$ cat config.mk
export PLATFORM = sky130hd
export DESIGN_NAME = html_entity_decoder_core
export DESIGN_NICKNAME = d
export VERILOG_FILES = /design/src/design/hed_pkg.sv /design/src/design/html_entity_decoder_core.sv /design/src/design/hed_front.sv /design/src/design/hed_back.sv
export SDC_FILE = /design/constraint.sdc
export NUM_CORES = 1
export LEC_CHECK = 0
export BUFFER_PORTS_ARGS = -buffer_cell sky130_fd_sc_hd__buf_2
export CAP_MARGIN = 20
export CELL_PAD_IN_SITES_DETAIL_PLACEMENT = 1
export CELL_PAD_IN_SITES_GLOBAL_PLACEMENT = 1
export CORE_MARGIN = 2
export CORE_UTILIZATION = 59
export CTS_BUF_LIST = sky130_fd_sc_hd__clkbuf_4 sky130_fd_sc_hd__clkbuf_8
export CTS_CLUSTER_SIZE = 16
export DETAILED_ROUTE_END_ITERATION = 8
export GPL_TIMING_DRIVEN = 0
export PLACE_DENSITY = 0.92
export SYNTH_ARGS = -nofsm -noshare
export SYNTH_HDL_FRONTEND = slang
export SYNTH_HIERARCHICAL = 1
export SYNTH_SLANG_ARGS = --single-unit
export TNS_END_PERCENT = 1
$ cat constraint.sdc
create_clock -name clk -period 10.5 [get_ports clk]
set_input_delay 1.575 -clock clk [delete_from_list [all_inputs] [get_ports clk]]
set_output_delay 1.575 -clock clk [all_outputs]
set_load 0.02 [all_outputs]
$ cat src/design/hed_pkg.sv
// ----------------------------------------------------------------------------
// hed_pkg
// Shared types and constants for the HTML entity decoder: the classified
// word that moves from the front queue to the scanner, and the name table.
// ----------------------------------------------------------------------------
package hed_pkg;

  typedef logic [7:0] byte_t;

  // classified input word
  typedef struct packed {
    byte_t      data;
    logic       last;
    logic       is_amp;
    logic       is_semi;
    logic       is_hash;
    logic       is_x;
    logic       is_dig;
    logic [3:0] dig;
    logic [3:0] hexv;
  } item_t;

  // scanner occupancy, sized for the largest window
  typedef struct packed {
    logic [4:0] sofs;
    logic [4:0] eofs;
  } stat_t;

  localparam byte_t CH_AMP    = 8'h26;
  localparam byte_t CH_SEMI   = 8'h3B;
  localparam byte_t CH_HASH   = 8'h23;
  localparam byte_t CODE_SAT  = 8'd128;

  localparam int NAME_NUM = 6;
  localparam int NAME_MAX = 4;

  localparam logic [2:0] NAME_LEN [NAME_NUM] = '{3'd3, 3'd2, 3'd2, 3'd4, 3'd4, 3'd4};

  localparam byte_t NAME_CHAR [NAME_NUM][NAME_MAX] = '{
    '{"a", "m", "p", 8'h00},
    '{"l", "t", 8'h00, 8'h00},
    '{"g", "t", 8'h00, 8'h00},
    '{"q", "u", "o", "t"},
    '{"a", "p", "o", "s"},
    '{"n", "b", "s", "p"}
  };

  localparam byte_t NAME_VAL [NAME_NUM] = '{8'h26, 8'h3C, 8'h3E, 8'h22, 8'h27, 8'h20};

endpackage

$ cat src/design/html_entity_decoder_core.sv
// ----------------------------------------------------------------------------
// html_entity_decoder_core
// Streaming HTML entity decoder: bytes in, bytes out with entities replaced.
// ----------------------------------------------------------------------------
// Plain text runs at one word per cycle when the output side is free. A failed
// entity match sends '&' out and rescans the held name bytes from the scanner
// window. A '&' among the rescanned bytes can open an entity that fails again,
// so one rescan can lead to another in such a burst. A word marked last
// flushes any unfinished entity one byte per cycle while the output is not
// stalled, and the final output word carries out_last. The two-entry input
// queue absorbs up to two words while the scanner is busy or the output is
// stalled.
module html_entity_decoder_core #(
  parameter int ENTITY_WINDOW = 10
) (
  input  logic       clk,
  input  logic       rst_n,
  input  logic       in_valid,
  output logic       in_stall,
  input  logic [7:0] in_byte,
  input  logic       in_last,
  output logic       out_valid,
  input  logic       out_stall,
  output logic [7:0] out_byte,
  output logic       out_last
);

  logic           q_valid;
  logic           q_pop;
  hed_pkg::item_t q_item;
  hed_pkg::stat_t stat;

  hed_front u_front (
    .clk      (clk),
    .rst_n    (rst_n),
    .in_valid (in_valid),
    .in_stall (in_stall),
    .in_byte  (in_byte),
    .in_last  (in_last),
    .q_valid  (q_valid),
    .q_item   (q_item),
    .q_pop    (q_pop)
  );

  hed_back #(
    .ENTITY_WINDOW (ENTITY_WINDOW)
  ) u_back (
    .clk       (clk),
    .rst_n     (rst_n),
    .q_valid   (q_valid),
    .q_item    (q_item),
    .q_pop     (q_pop),
    .out_valid (out_valid),
    .out_stall (out_stall),
    .out_byte  (out_byte),
    .out_last  (out_last),
    .stat      (stat)
  );

  a_pop_valid: assert property (@(posedge clk) disable iff (!rst_n)
    q_pop |-> q_valid)
    else $error("queue popped while empty");

  a_scan_order: assert property (@(posedge clk) disable iff (!rst_n)
    stat.sofs <= stat.eofs)
    else $error("scan position beyond window end");

  a_window_fill: assert property (@(posedge clk) disable iff (!rst_n)
    stat.eofs <= 5'(ENTITY_WINDOW))
    else $error("window overfilled");

endmodule

$ cat src/design/hed_front.sv
// ----------------------------------------------------------------------------
// hed_front
// Input side: takes words, classifies each byte (delimiters, decimal and
// hex digit values) and holds them in a two-entry queue for the scanner.
// ----------------------------------------------------------------------------
module hed_front (
  input  logic               clk,
  input  logic               rst_n,
  input  logic               in_valid,
  output logic               in_stall,
  input  logic [7:0]         in_byte,
  input  logic               in_last,
  output logic               q_valid,
  output hed_pkg::item_t     q_item,
  input  logic               q_pop
);

  hed_pkg::item_t cls;
  hed_pkg::item_t fifo_r [2];
  logic           wr_ptr_r;
  logic           rd_ptr_r;
  logic [1:0]     cnt_r;
  logic           push;
  logic [7:0]     d_num;
  logic [7:0]     d_low;
  logic [7:0]     d_up;

  always_comb begin
    d_num          = in_byte - 8'h30;
    d_low          = in_byte - 8'h57;
    d_up           = in_byte - 8'h37;
    cls.data       = in_byte;
    cls.last       = in_last;
    cls.is_amp     = (in_byte == hed_pkg::CH_AMP);
    cls.is_semi    = (in_byte == hed_pkg::CH_SEMI);
    cls.is_hash    = (in_byte == hed_pkg::CH_HASH);
    cls.is_x       = (in_byte == "x") || (in_byte == "X");
    cls.is_dig     = (in_byte >= "0") && (in_byte <= "9");
    cls.dig        = cls.is_dig ? d_num[3:0] : 4'd0;
    if (cls.is_dig) begin
      cls.hexv = d_num[3:0];
    end else if ((in_byte >= "a") && (in_byte <= "f")) begin
      cls.hexv = d_low[3:0];
    end else if ((in_byte >= "A") && (in_byte <= "F")) begin
      cls.hexv = d_up[3:0];
    end else begin
      cls.hexv = 4'd0;
    end
  end

  assign in_stall = (cnt_r == 2'd2);
  assign push     = in_valid && !in_stall;
  assign q_valid  = (cnt_r != 2'd0);
  assign q_item   = fifo_r[rd_ptr_r];

  always_ff @(posedge clk) begin
    if (!rst_n) begin
      wr_ptr_r <= 1'b0;
      rd_ptr_r <= 1'b0;
      cnt_r    <= 2'd0;
    end else begin
      if (push) begin
        wr_ptr_r <= !wr_ptr_r;
      end
      if (q_pop) begin
        rd_ptr_r <= !rd_ptr_r;
      end
      cnt_r <= cnt_r + 2'(push) - 2'(q_pop);
    end
  end

  always_ff @(posedge clk) begin
    if (push) begin
      fifo_r[wr_ptr_r] <= cls;
    end
  end

endmodule

$ cat src/design/hed_back.sv
// ----------------------------------------------------------------------------
// hed_back
// Scanner: one byte a cycle from the queue or the rescan window, unless the
// output stalls. Holds the open entity in a circular window, matches names
// and numeric codes incrementally, rescans on failure, flushes on a last word.
// ----------------------------------------------------------------------------
module hed_back #(
  parameter int ENTITY_WINDOW = 10
) (
  input  logic               clk,
  input  logic               rst_n,
  input  logic               q_valid,
  input  hed_pkg::item_t     q_item,
  output logic               q_pop,
  output logic               out_valid,
  input  logic               out_stall,
  output logic [7:0]         out_byte,
  output logic               out_last,
  output hed_pkg::stat_t     stat
);

  localparam int PW = $clog2(ENTITY_WINDOW);
  localparam int OW = $clog2(ENTITY_WINDOW + 1);

  function automatic logic [PW-1:0] wrap(input logic [OW:0] s);
    logic [OW:0] t;
    t = s - (OW+1)'(ENTITY_WINDOW);
    if (s >= (OW+1)'(ENTITY_WINDOW)) begin
      return t[PW-1:0];
    end
    return s[PW-1:0];
  endfunction

  hed_pkg::item_t                    buf_r [ENTITY_WINDOW];
  logic [PW-1:0]                     start_r, start_nxt;
  logic [OW-1:0]                     sofs_r, sofs_nxt;
  logic [OW-1:0]                     eofs_r, eofs_nxt;
  logic                              last_r;
  logic [hed_pkg::NAME_NUM-1:0]      flags_r, flags_nxt;
  logic                              num_r, num_nxt;
  logic                              hex_r, hex_nxt;
  logic                              bad_r, bad_nxt;
  logic [7:0]                        code_r, code_nxt;
  logic                              out_valid_r;
  logic [7:0]                        out_byte_r;
  logic                              out_last_r;

  logic                              go, caught, flush, from_q, act;
  logic [PW-1:0]                     rd_addr, wr_addr;
  hed_pkg::item_t                    cur;
  logic [OW-1:0]                     eofs_in, nidx;
  logic                              eff_last, room, upd;
  logic                              named_hit, hit;
  logic [7:0]                        named_val, res;
  logic                              emit;
  logic [7:0]                        emit_byte;
  logic [10:0]                       dec_sum;
  logic [11:0]                       hex_sum;

  always_comb begin
    go       = !out_valid_r || !out_stall;
    caught   = (sofs_r == eofs_r);
    flush    = caught && last_r && (sofs_r != '0);
    from_q   = caught && !flush && q_valid;
    act      = go && (flush || from_q || !caught);
    rd_addr  = wrap((OW+1)'(start_r) + (OW+1)'(sofs_r));
    wr_addr  = wrap((OW+1)'(start_r) + (OW+1)'(eofs_r));
    cur      = from_q ? q_item : buf_r[rd_addr];
    eofs_in  = eofs_r + OW'(from_q);
    eff_last = from_q ? q_item.last : last_r;
    nidx     = sofs_r - OW'(1);
    room     = ((OW+1)'(sofs_r) + (OW+1)'(1)) < (OW+1)'(ENTITY_WINDOW);

    named_hit = 1'b0;
    named_val = 8'h00;
    for (int k = 0; k < hed_pkg::NAME_NUM; k++) begin
      if (flags_r[k] && (OW'(hed_pkg::NAME_LEN[k]) == nidx)) begin
        named_hit = 1'b1;
        named_val = hed_pkg::NAME_VAL[k];
      end
    end
    hit = (sofs_r >= OW'(2)) &&
          (num_r ? (!bad_r && (code_r < hed_pkg::CODE_SAT)) : named_hit);
    res = num_r ? code_r : named_val;

    start_nxt = start_r;
    sofs_nxt  = sofs_r;
    eofs_nxt  = eofs_r;
    emit      = 1'b0;
    emit_byte = cur.data;
    upd       = 1'b0;

    if (act) begin
      if (flush) begin
        emit      = 1'b1;
        emit_byte = buf_r[start_r].data;
        start_nxt = wrap((OW+1)'(start_r) + (OW+1)'(1));
        sofs_nxt  = sofs_r - OW'(1);
        eofs_nxt  = eofs_r - OW'(1);
      end else if (sofs_r == '0) begin
        if (cur.is_amp) begin
          sofs_nxt = OW'(1);
          eofs_nxt = eofs_in;
        end else begin
          emit      = 1'b1;
          start_nxt = wrap((OW+1)'(start_r) + (OW+1)'(1));
          eofs_nxt  = eofs_in - OW'(1);
        end
      end else if (cur.is_semi && hit) begin
        emit      = 1'b1;
        emit_byte = res;
        start_nxt = wrap((OW+1)'(start_r) + (OW+1)'(sofs_r) + (OW+1)'(1));
        sofs_nxt  = '0;
        eofs_nxt  = eofs_in - sofs_r - OW'(1);
      end else if (!cur.is_semi && room) begin
        sofs_nxt = sofs_r + OW'(1);
        eofs_nxt = eofs_in;
        upd      = 1'b1;
      end else begin
        // failed match: '&' goes out, the rest is scanned again
        emit      = 1'b1;
        emit_byte = hed_pkg::CH_AMP;
        start_nxt = wrap((OW+1)'(start_r) + (OW+1)'(1));
        sofs_nxt  = '0;
        eofs_nxt  = eofs_in - OW'(1);
      end
    end

    dec_sum = 11'(code_r) * 11'd10 + 11'(cur.dig);
    hex_sum = {code_r, 4'h0} + 12'(cur.hexv);

    flags_nxt = flags_r;
    num_nxt   = num_r;
    hex_nxt   = hex_r;
    bad_nxt   = bad_r;
    code_nxt  = code_r;
    if (upd) begin
      if (sofs_r == OW'(1)) begin
        for (int k = 0; k < hed_pkg::NAME_NUM; k++) begin
          flags_nxt[k] = (cur.data == hed_pkg::NAME_CHAR[k][0]);
        end
        num_nxt  = cur.is_hash;
        hex_nxt  = 1'b0;
        bad_nxt  = 1'b0;
        code_nxt = 8'h00;
      end else begin
        for (int k = 0; k < hed_pkg::NAME_NUM; k++) begin
          flags_nxt[k] = flags_r[k] && (nidx < OW'(hed_pkg::NAME_LEN[k])) &&
                         (cur.data == hed_pkg::NAME_CHAR[k][nidx[1:0]]);
        end
        if (num_r) begin
          if ((nidx == OW'(1)) && cur.is_x) begin
            hex_nxt = 1'b1;
          end else if (hex_r) begin
            code_nxt = (hex_sum >= 12'd128) ? hed_pkg::CODE_SAT : hex_sum[7:0];
          end else if (!cur.is_dig) begin
            bad_nxt = 1'b1;
          end else begin
            code_nxt = (dec_sum >= 11'd128) ? hed_pkg::CODE_SAT : dec_sum[7:0];
          end
        end
      end
    end
  end

  assign q_pop     = act && from_q;
  assign out_valid = out_valid_r;
  assign out_byte  = out_byte_r;
  assign out_last  = out_last_r;
  assign stat.sofs = 5'(sofs_r);
  assign stat.eofs = 5'(eofs_r);

  always_ff @(posedge clk) begin
    if (!rst_n) begin
      start_r     <= '0;
      sofs_r      <= '0;
      eofs_r      <= '0;
      last_r      <= 1'b0;
      out_valid_r <= 1'b0;
    end else begin
      start_r <= start_nxt;
      sofs_r  <= sofs_nxt;
      eofs_r  <= eofs_nxt;
      if (q_pop) begin
        last_r <= q_item.last;
      end
      if (go) begin
        out_valid_r <= emit;
      end
    end
  end

  always_ff @(posedge clk) begin
    flags_r <= flags_nxt;
    num_r   <= num_nxt;
    hex_r   <= hex_nxt;
    bad_r   <= bad_nxt;
    code_r  <= code_nxt;
    if (q_pop) begin
      buf_r[wr_addr] <= q_item;
    end
    if (go && emit) begin
      out_byte_r <= emit_byte;
      out_last_r <= eff_last && (sofs_nxt == '0) && (eofs_nxt == '0);
    end
  end

endmodule
==> results.json, run 1 <==
{
  "cts_tree": "built",
  "r2r_start": "u_back/sofs_r[0]",
  "cts_setup_buffers": 0,
  "gr-usage-met2": 0.613,
  "r2r_cells": 26,
  "clock_path_buffers": 3,
  "start_util": 0.603,
  "ctsHtreeMaxLevel": 2,
  "place_congestion": 0.898,
  "place_hpwl_mm": 33.8,
  "hold_depth": 2,
  "wire_per_inst_um": 31.1,
  "antennaDiodeCount": 0,
  "fin_cells": 1723,
  "place_ws_ns": 2.26,
  "dpl.cell_count": 1633,
  "fin_ws_ns": 1.94,
  "drt.antenna.violating_nets": 0,
  "post-route-drc-count": 0,
  "r2r_end": "u_back/code_r[2]",
  "seq_area_mm2": 0.00887,
  "cp.required_ns": 10.91,
  "vias": 12253,
  "hold_path_class": "reg2reg",
  "setup_viol": 0,
  "arrival_ns": 8.97,
  "max_stage_delay_ns": 0.73,
  "grtUsageMet3": 0.0951,
  "drt_iter0_drc": 1516,
  "ff2ff_setup_slack_ns": 1.94,
  "holdBufCountCts": 0,
  "start_kind": "flip-flop",
  "grt_max_degree": 23,
  "grt_usage": 0.378,
  "fin_util": 0.666,
  "rsz0062_at_grt": "no",
  "max_freq_mhz": 117,
  "multiInputGateArea_mm2": 0.00704,
  "cellLeakagePower_nw": 6.24,
  "relSlewSlack": 0.232,
  "avgSynthCellArea_um2": 13.3,
  "grt_pass1_wl_mm": 80.7,
  "min_to": "u_front/wr_ptr_r",
  "tightest_slew_ns": 1.15,
  "die-area_mm2": 0.0290,
  "grt_overflow": 0,
  "cts-buffers-inserted": 49,
  "peakVddDrop_mv": 0.184,
  "cts.sinks": 303,
  "path_max_fanout": 10,
  "hold_path.startpoint": "u_front/wr_ptr_r",
  "grt_pass1_vias": 12986,
  "drive_gt1_frac": 0.207,
  "crit_path_end_kind": "flip-flop",
  "clkTransAtPathRegs_ns": 0.07,
  "clkLatencyLatePin_ns": 0.61,
  "synthesis.area_mm2": 0.0163,
  "p_per_area_mw_per_mm2": 315,
  "port_buffers": 23,
  "maxSlewViolCount": 0,
  "cts.root.buffer_cell": "clkbuf_8",
  "status": "finished, final reports clean",
  "rows": 60,
  "grt_busiest_layer": "met2",
  "met1_usage": 0.469,
  "syn_to_final_growth_pct": 10.6,
  "hold_violations": 0,
  "core_mm2": 0.0271,
  "drt-total-wl_mm": 53.6,
  "fp.dieH_um": 170,
  "antenna_found_initial": 0,
  "fin_crit_sh": 0.816,
  "cts_resized": 0,
  "drtPass1Iterations": 5,
  "die_w_um": 170,
  "synth_fp_nets": 1302,
  "io_pins": 24,
  "yosys_warnings": 6,
  "p_total_mw": 5.69,
  "crit_slowest_cell": "fa_1",
  "fill_cells": 2604,
  "netlist_instances": 1229,
  "min_period_ns": 8.56,
  "maxCapViolCount": 0,
  "path_class": "reg2reg",
  "finalSetupTns_ns": 0,
  "finalClockSkew_ns": 0.0284,
  "vias_per_cell": 7.11,
  "cpMostUsedCell": "a21oi_1",
  "final_nets": 1386
}
[sequential cells by signal, indices dropped and copies added, names as in the netlist, 2 cells and up, named ones only]
name	count
u_back/code_r	8
u_back/sofs_r	4
u_back/flags_r	6
u_back/out_byte	8
u_front/cnt_r	2
u_back/start_r	4
u_back/eofs_r	4
u_front/fifo_r	44
u_back/buf_r	210
[where the power goes]
part,leakage (nW),switching (mW),internal [mW]
Sequential,2.75,0.106,1.60
Combinational,2.99,1.85,1.09
Clock,0.501,0.517,0.523
[layout by cell type, fill, tap and decap left out, types with 7 or more instances in the layout]
cell,instances
a211oi_1,17
a21o_1,14
a21oi_1,76
a22oi_1,8
a31oi_1,9
a32oi_1,7
and2_1,15
and3_1,9
buf_2,42
buf_8,10
clkbuf_1,28
clkbuf_4,13
clkbuf_8,50
clkinv_1,13
clkinv_2,7
dfxtp_1,23
edfxtp_1,280
ha_1,55
inv_1,45
mux2_2,38
mux2i_1,48
mux4_2,64
nand2_1,82
nand2b_1,9
nand3_1,19
nand4_1,9
nor2_1,63
nor2_2,9
nor2b_1,16
nor3_1,24
nor3b_1,9
o21ai_0,37
o22ai_1,11
or3_1,9
xnor2_1,33
xor2_1,15
[worst max path at each step]
stage                     slack [ns]                to               from
after floorplan                 4.20  u_back/code_r[2]  u_back/start_r[0]
after global placement          2.75  u_back/code_r[3]   u_back/sofs_r[0]
after detailed placement        2.26  u_back/code_r[2]   u_back/sofs_r[0]
after CTS                       2.15  u_back/code_r[2]   u_back/sofs_r[0]
after global routing            1.69  u_back/code_r[2]   u_back/sofs_r[0]
final                           1.94  u_back/code_r[2]   u_back/sofs_r[0]
[worst max-delay path: cells and delay by family, from the launching register on]
kind	cells	cell delay (ns)
buf+inv	5	2.04
xor+xnor	1	0.54
fa+ha+maj	4	1.82
compound gates	9	1.36
mux	2	0.74
flops	1	0.42
simple gates	5	1.42
[final cells by class]
class	instances	area share
buffer	59	0.0153
clock buffer	63	0.0435
clock inverter	26	0.00984
inverter	48	0.00998
multi-input combinational	819	0.390
sequential	303	0.491
tap	372	0.0258
timing repair buffer	33	0.0147
[layer usage]
metal	vias to the layer above	wire length [µm]
met5	-	0
met4	0	3130
met3	287	5560
met2	990	25700
met1	6031	19200
li1	4945	-
[through the flow]
stage | hold slack, ns | instance area [µm²]
global route | 0.548 | 18100
global placement | 0.470 | 16900
detailed placement | 0.503 | 17100
CTS | 0.531 | 18000
finish | 0.543 | 18100
floorplan | 0.458 | 16300
No activity file was read; power rests on OpenSTA's default activity.
==> run 2, diff against run 1 <==
ABC_AREA = 1   (was default)
CORE_UTILIZATION = 52   (was 59)
PLACE_DENSITY = 0.87   (was 0.92)
clock period = 8.2 ns   (was 10.5 ns; I/O delays follow)
==> run 2 against run 1 <==
  * Sequential cell count stayed put
  * Global-route usage down 4.7 points
  * Final cell count rose by 28%
  * Hold slack gained 0.0052 ns
  * Register-to-register slack got worse by 1.6 ns
  * Synthesized cell count grew 37%
  * Area after synthesis fell by 0.64%
  * Non-clock buffer count shrank 1
  * Routed wire length rose by 1.5%
  * Critical path type unchanged
  * Largest cell class unchanged
  * Highest routed layer unchanged
==> results.json, run 2 <==
{
  "top_register": "u_back/buf_r",
  "syn_to_final_growth_pct": 10.4,
  "r2r_end": "u_back/code_r[0]",
  "wire_per_inst_um": 24.7,
  "maxCapViolCount": 0,
  "setup_viol": 0,
  "final_cell_mix": "403 x nand2_1, 280 x edfxtp_1, 137 x nand3_1",
  "path_max_fanout": 19,
  "fin_cells": 2199,
  "final_area_mm2": 0.0179,
  "min_to": "u_back/out_valid",
  "grt_pass1_vias": 14559,
  "crit_slowest_cell": "clkbuf_1",
  "rsz0062_at_grt": "no",
  "start_kind": "flip-flop",
  "drive_gt1_frac": 0.130,
  "grt_usage": 0.330,
  "cts_setup_buffers": 0,
  "finalClockSkew_ns": 0.0427,
  "cp_num_buf_inv": 7,
  "drt_iter0_drc": 1173,
  "cts.root.buffer_cell": "clkbuf_8",
  "cpMostUsedCell": "nand2_1",
  "tightest_slew_ns": 1.33,
  "grt_max_degree": 23,
  "largest_reg_flops": 210,
  "dpl_cell_area_mm2": 0.0170,
  "dpl.cell_count": 2108,
  "port_buffers": 23,
  "die_w_um": 181,
  "arrival_ns": 8.26,
  "cts_tree": "built",
  "drtPass1Iterations": 5,
  "cp.required_ns": 8.64,
  "path_class": "reg2reg",
  "hold_path.startpoint": "u_back/out_valid",
  "drt.antenna.violating_nets": 0,
  "grt_pass1_wl_mm": 82.9,
  "status": "finished, final reports clean",
  "antenna_found_initial": 1,
  "drt-total-wl_mm": 54.4,
  "ctsHtreeMaxLevel": 2,
  "avgSynthCellArea_um2": 9.63,
  "cts-buffers-inserted": 52,
  "vias_per_cell": 6.22,
  "ff2ff_setup_slack_ns": 0.38,
  "yosys_warnings": 6,
  "final_common_cell": "nand2_1",
  "crit_path_end_kind": "flip-flop",
  "hold_path_class": "reg2reg",
  "maxSlewViolCount": 0,
  "netlist_instances": 1685,
  "clkTransAtPathRegs_ns": 0.06,
  "place_hpwl_mm": 36.9,
  "r2r_cells": 29,
  "final_nets": 1838,
  "synth_fp_nets": 1758,
  "rows": 64,
  "fin_crit_sh": 0.953,
  "place_congestion": 0.894,
  "max_stage_delay_ns": 0.63,
  "start_util": 0.529,
  "io_pins": 24,
  "grt_overflow": 0,
  "relSlewSlack": 0.105,
  "fp.dieH_um": 181,
  "hold_violations": 0,
  "critPathTopFamily": "buffers and inverters",
  "vias": 13676,
  "fin_util": 0.584,
  "die-area_mm2": 0.0326,
  "synthesis.area_mm2": 0.0162,
  "clock_path_buffers": 3,
  "post-route-drc-count": 0,
  "hold_depth": 2,
  "min_period_ns": 7.82,
  "reg_top3": "u_back/buf_r: 210 flops, u_front/fifo_r: 44 flops",
  "cts.sinks": 303,
  "clkLatencyLatePin_ns": 0.62,
  "r2r_start": "u_back/sofs_r[0]",
  "max_freq_mhz": 128,
  "core_mm2": 0.0307
}
==> run 2: stage by stage <==
stage / TNS (ns) / setup slack [ns] / hold slack, ns
after floorplan: 0 / 2.55 / 0.466
after global placement: 0 / 0.251 / 0.477
after detailed placement: -0.290 / -0.109 / 0.526
after CTS: 0 / 0.285 / 0.554
after global routing: 0 / 0.107 / 0.586
final: 0 / 0.382 / 0.548
==> run 2: cell type report <==
class                           count  area [µm²]
Timing Repair Buffer               27         165
Multi-Input combinational cell   1169        6520
Fill cell                        3448       12800
Clock buffer                       66         821
Antenna cell                        1        2.50
Clock inverter                     25         131
Sequential cell                   303        8870
Buffer                             64         352
Inverter                          148         558
Tap cell                          396         495
==> run 2: layer usage <==
layer	vias up	track usage	routed length, µm
met1	6830	0.392	20200
met3	185	0.0618	4380
met5	-	0	0
li1	5971	-	-
met2	690	0.574	27400
met4	0	0.166	2520
==> run 2: worst min-delay path, stage by stage (launching register included) <==
cell	delay, ns
dfxtp_1	0.31
nand2_1	0.11
a21oi_1	0.08
==> run 2: worst max path at each step <==
stage | start | end | slack (ns) | cells past startpoint
finish | u_back/sofs_r[0] | u_back/code_r[0] | 0.38 | 29
detailed placement | u_back/sofs_r[0] | u_back/code_r[0] | -0.11 | 31
global route | u_back/sofs_r[0] | u_back/code_r[0] | 0.11 | 30
global placement | u_back/sofs_r[0] | u_back/code_r[5] | 0.25 | 30
floorplan | u_back/sofs_r[0] | u_back/code_r[6] | 2.55 | 31
CTS | u_back/sofs_r[0] | u_back/code_r[0] | 0.28 | 30
==> run 2: timing repair <==
action | CTS | global route
endpoints found under the hold margin | 0 | 0
pin swaps | 0 | 0
hold buffers | 0 | 0
setup endpoints to repair | 6 | 6
resized for setup | 1 | 4
Power of run 2 is left out: the tool's default activity adds up to more than one toggle a clock period on the data nets, which glitch-free logic cannot reach.
==> run 3, diff against run 2 <==
CORE_UTILIZATION = 50   (was 52)
CTS_BUF_LIST = default   (was sky130_fd_sc_hd__clkbuf_4 sky130_fd_sc_hd__clkbuf_8)
PLACE_DENSITY = 0.84   (was 0.87)
==> run 3 against run 2 <==
  * Non-clock buffer count is 1 lower
  * Die area rose by 3.9%
  * Hold slack worse by 0.013 ns
  * Design area is 1.1% higher
  * Global-route usage decreased by 1.1 points
  * Sequential share of layout area fell by 0.53 points
  * Highest routed layer is now met5
  * First-iteration DRC count rose by 8.7%
  * Register-to-register slack improved by 0.11 ns
  * Final cell count increased by 0.36%
  * Maximum frequency increased by 1.5%
==> results.json, run 3 (synthesized netlist as in run 2, its figures left out) <==
{
  "drt_iter0_drc": 1275,
  "grt_pass1_vias": 14045,
  "largest_reg_flops": 210,
  "crit_path_end_kind": "flip-flop",
  "drt.antenna.violating_nets": 0,
  "hold_path.startpoint": "u_back/out_valid",
  "hold_path_class": "reg2reg",
  "relSlewSlack": 0.339,
  "maxCapViolCount": 0,
  "setup_viol": 0,
  "die-area_mm2": 0.0339,
  "start_util": 0.510,
  "rows": 65,
  "multiInputGateArea_mm2": 0.00652,
  "port_buffers": 23,
  "place_hpwl_mm": 36.6,
  "top_register": "u_back/buf_r",
  "crit_slowest_cell": "dfxtp_1",
  "max_stage_delay_ns": 0.66,
  "drive_gt1_frac": 0.116,
  "clock_path_buffers": 3,
  "clkLatencyLatePin_ns": 0.56,
  "die_w_um": 184,
  "finalClockSkew_ns": 0.0331,
  "path_class": "reg2reg",
  "worstSetupStartpoint": "u_back/sofs_r[0]",
  "fp.dieH_um": 184,
  "r2r_cells": 28,
  "finalSetupTns_ns": 0,
  "antenna_found_initial": 2,
  "cts_setup_buffers": 0,
  "grt_max_degree": 23,
  "critPathTopFamily": "buffers and inverters",
  "maxSlewViolCount": 0,
  "io_pins": 24,
  "syn_to_final_growth_pct": 11.6,
  "arrival_ns": 7.96,
  "rsz0062_at_grt": "no",
  "final_nets": 1819,
  "cpMostUsedCell": "ha_1",
  "reg_top3": "u_back/buf_r: 210 flops, u_front/fifo_r: 44 flops",
  "drtPass1Iterations": 5,
  "cp_num_buf_inv": 7,
  "cts_tree": "built",
  "cp.depth": 28,
  "r2r_start": "u_back/sofs_r[0]",
  "start_kind": "flip-flop",
  "post-route-drc-count": 0,
  "seq_area_mm2": 0.00887,
  "hold_violations": 0,
  "status": "finished, final reports clean",
  "grt_pass1_wl_mm": 80.5,
  "final_cell_mix": "403 x nand2_1, 280 x edfxtp_1, 137 x nand3_1",
  "fin_crit_sh": 0.940,
  "fill_cells": 3543,
  "min_period_ns": 7.70,
  "vias": 13359,
  "final_common_cell": "nand2_1",
  "wire_per_inst_um": 24.2,
  "ctsHtreeMaxLevel": 2,
  "clkTransAtPathRegs_ns": 0.05,
  "drt-total-wl_mm": 53.4,
  "hold_depth": 2,
  "holdBufCountCts": 0,
  "core_mm2": 0.0318,
  "cts.sinks": 303,
  "max_freq_mhz": 130,
  "cts-buffers-inserted": 34,
  "grt_overflow": 0,
  "place_congestion": 0.882,
  "tightest_slew_ns": 0.989,
  "cp.required_ns": 8.45,
  "path_max_fanout": 19,
  "grt_usage": 0.319,
  "vias_per_cell": 6.05,
  "antennaDiodeCount": 0,
  "cts.root.buffer_cell": "clkbuf_16"
}
[run 3: worst min-delay path, stage by stage, from the launching register on]
cell     delay [ns]
dfxtp_1        0.30
nand2_1        0.10
a21oi_1        0.08
[run 3: cell type report]
| type | count | area share |
|---|---|---|
| sequential | 303 | 0.490 |
| timing repair buffer | 28 | 0.0101 |
| clock inverter | 18 | 0.00995 |
| inverter | 148 | 0.0308 |
| buffer | 62 | 0.0189 |
| clock buffer | 44 | 0.0502 |
| multi-input combinational | 1169 | 0.360 |
| tap | 435 | 0.0301 |
[run 3: path summary, 6_finish.rpt]
path | to | slack (ns)
max | u_back/code_r[0] | 0.50
min | u_back/out_valid | 0.54
max reg2reg | u_back/code_r[0] | 0.50
min reg2reg | u_back/out_valid | 0.54
[run 3: metal layers]
metal / wire length, µm / up-vias / GRT usage
met5: 13 / - / 0
met4: 2790 / 2 / 0.160
met3: 4390 / 196 / 0.0622
met2: 26100 / 638 / 0.556
met1: 20100 / 6598 / 0.377
li1: - / 5925 / -
[run 3: metrics by stage]
step | area (µm²) | hold WS (ns) | setup WS, ns | instances | util
floorplan | 16200 | 0.466 | 2.55 | 1685 | -
global placement | 16900 | 0.475 | 0.162 | 2143 | 0.531
detailed placement | 17000 | 0.525 | -0.0545 | 2147 | 0.535
global route | 18100 | 0.566 | 0.0928 | 2207 | 0.569
finish | 18100 | 0.535 | 0.495 | 2207 | 0.569
CTS | 18100 | 0.546 | 0.156 | 2209 | 0.570
[run 3: what timing repair did]
item,in CTS,in global routing
hold endpoints to repair,0,0
setup endpoints to repair,2,6
resized for setup,1,1
Power of run 3 is left out for the same reason.
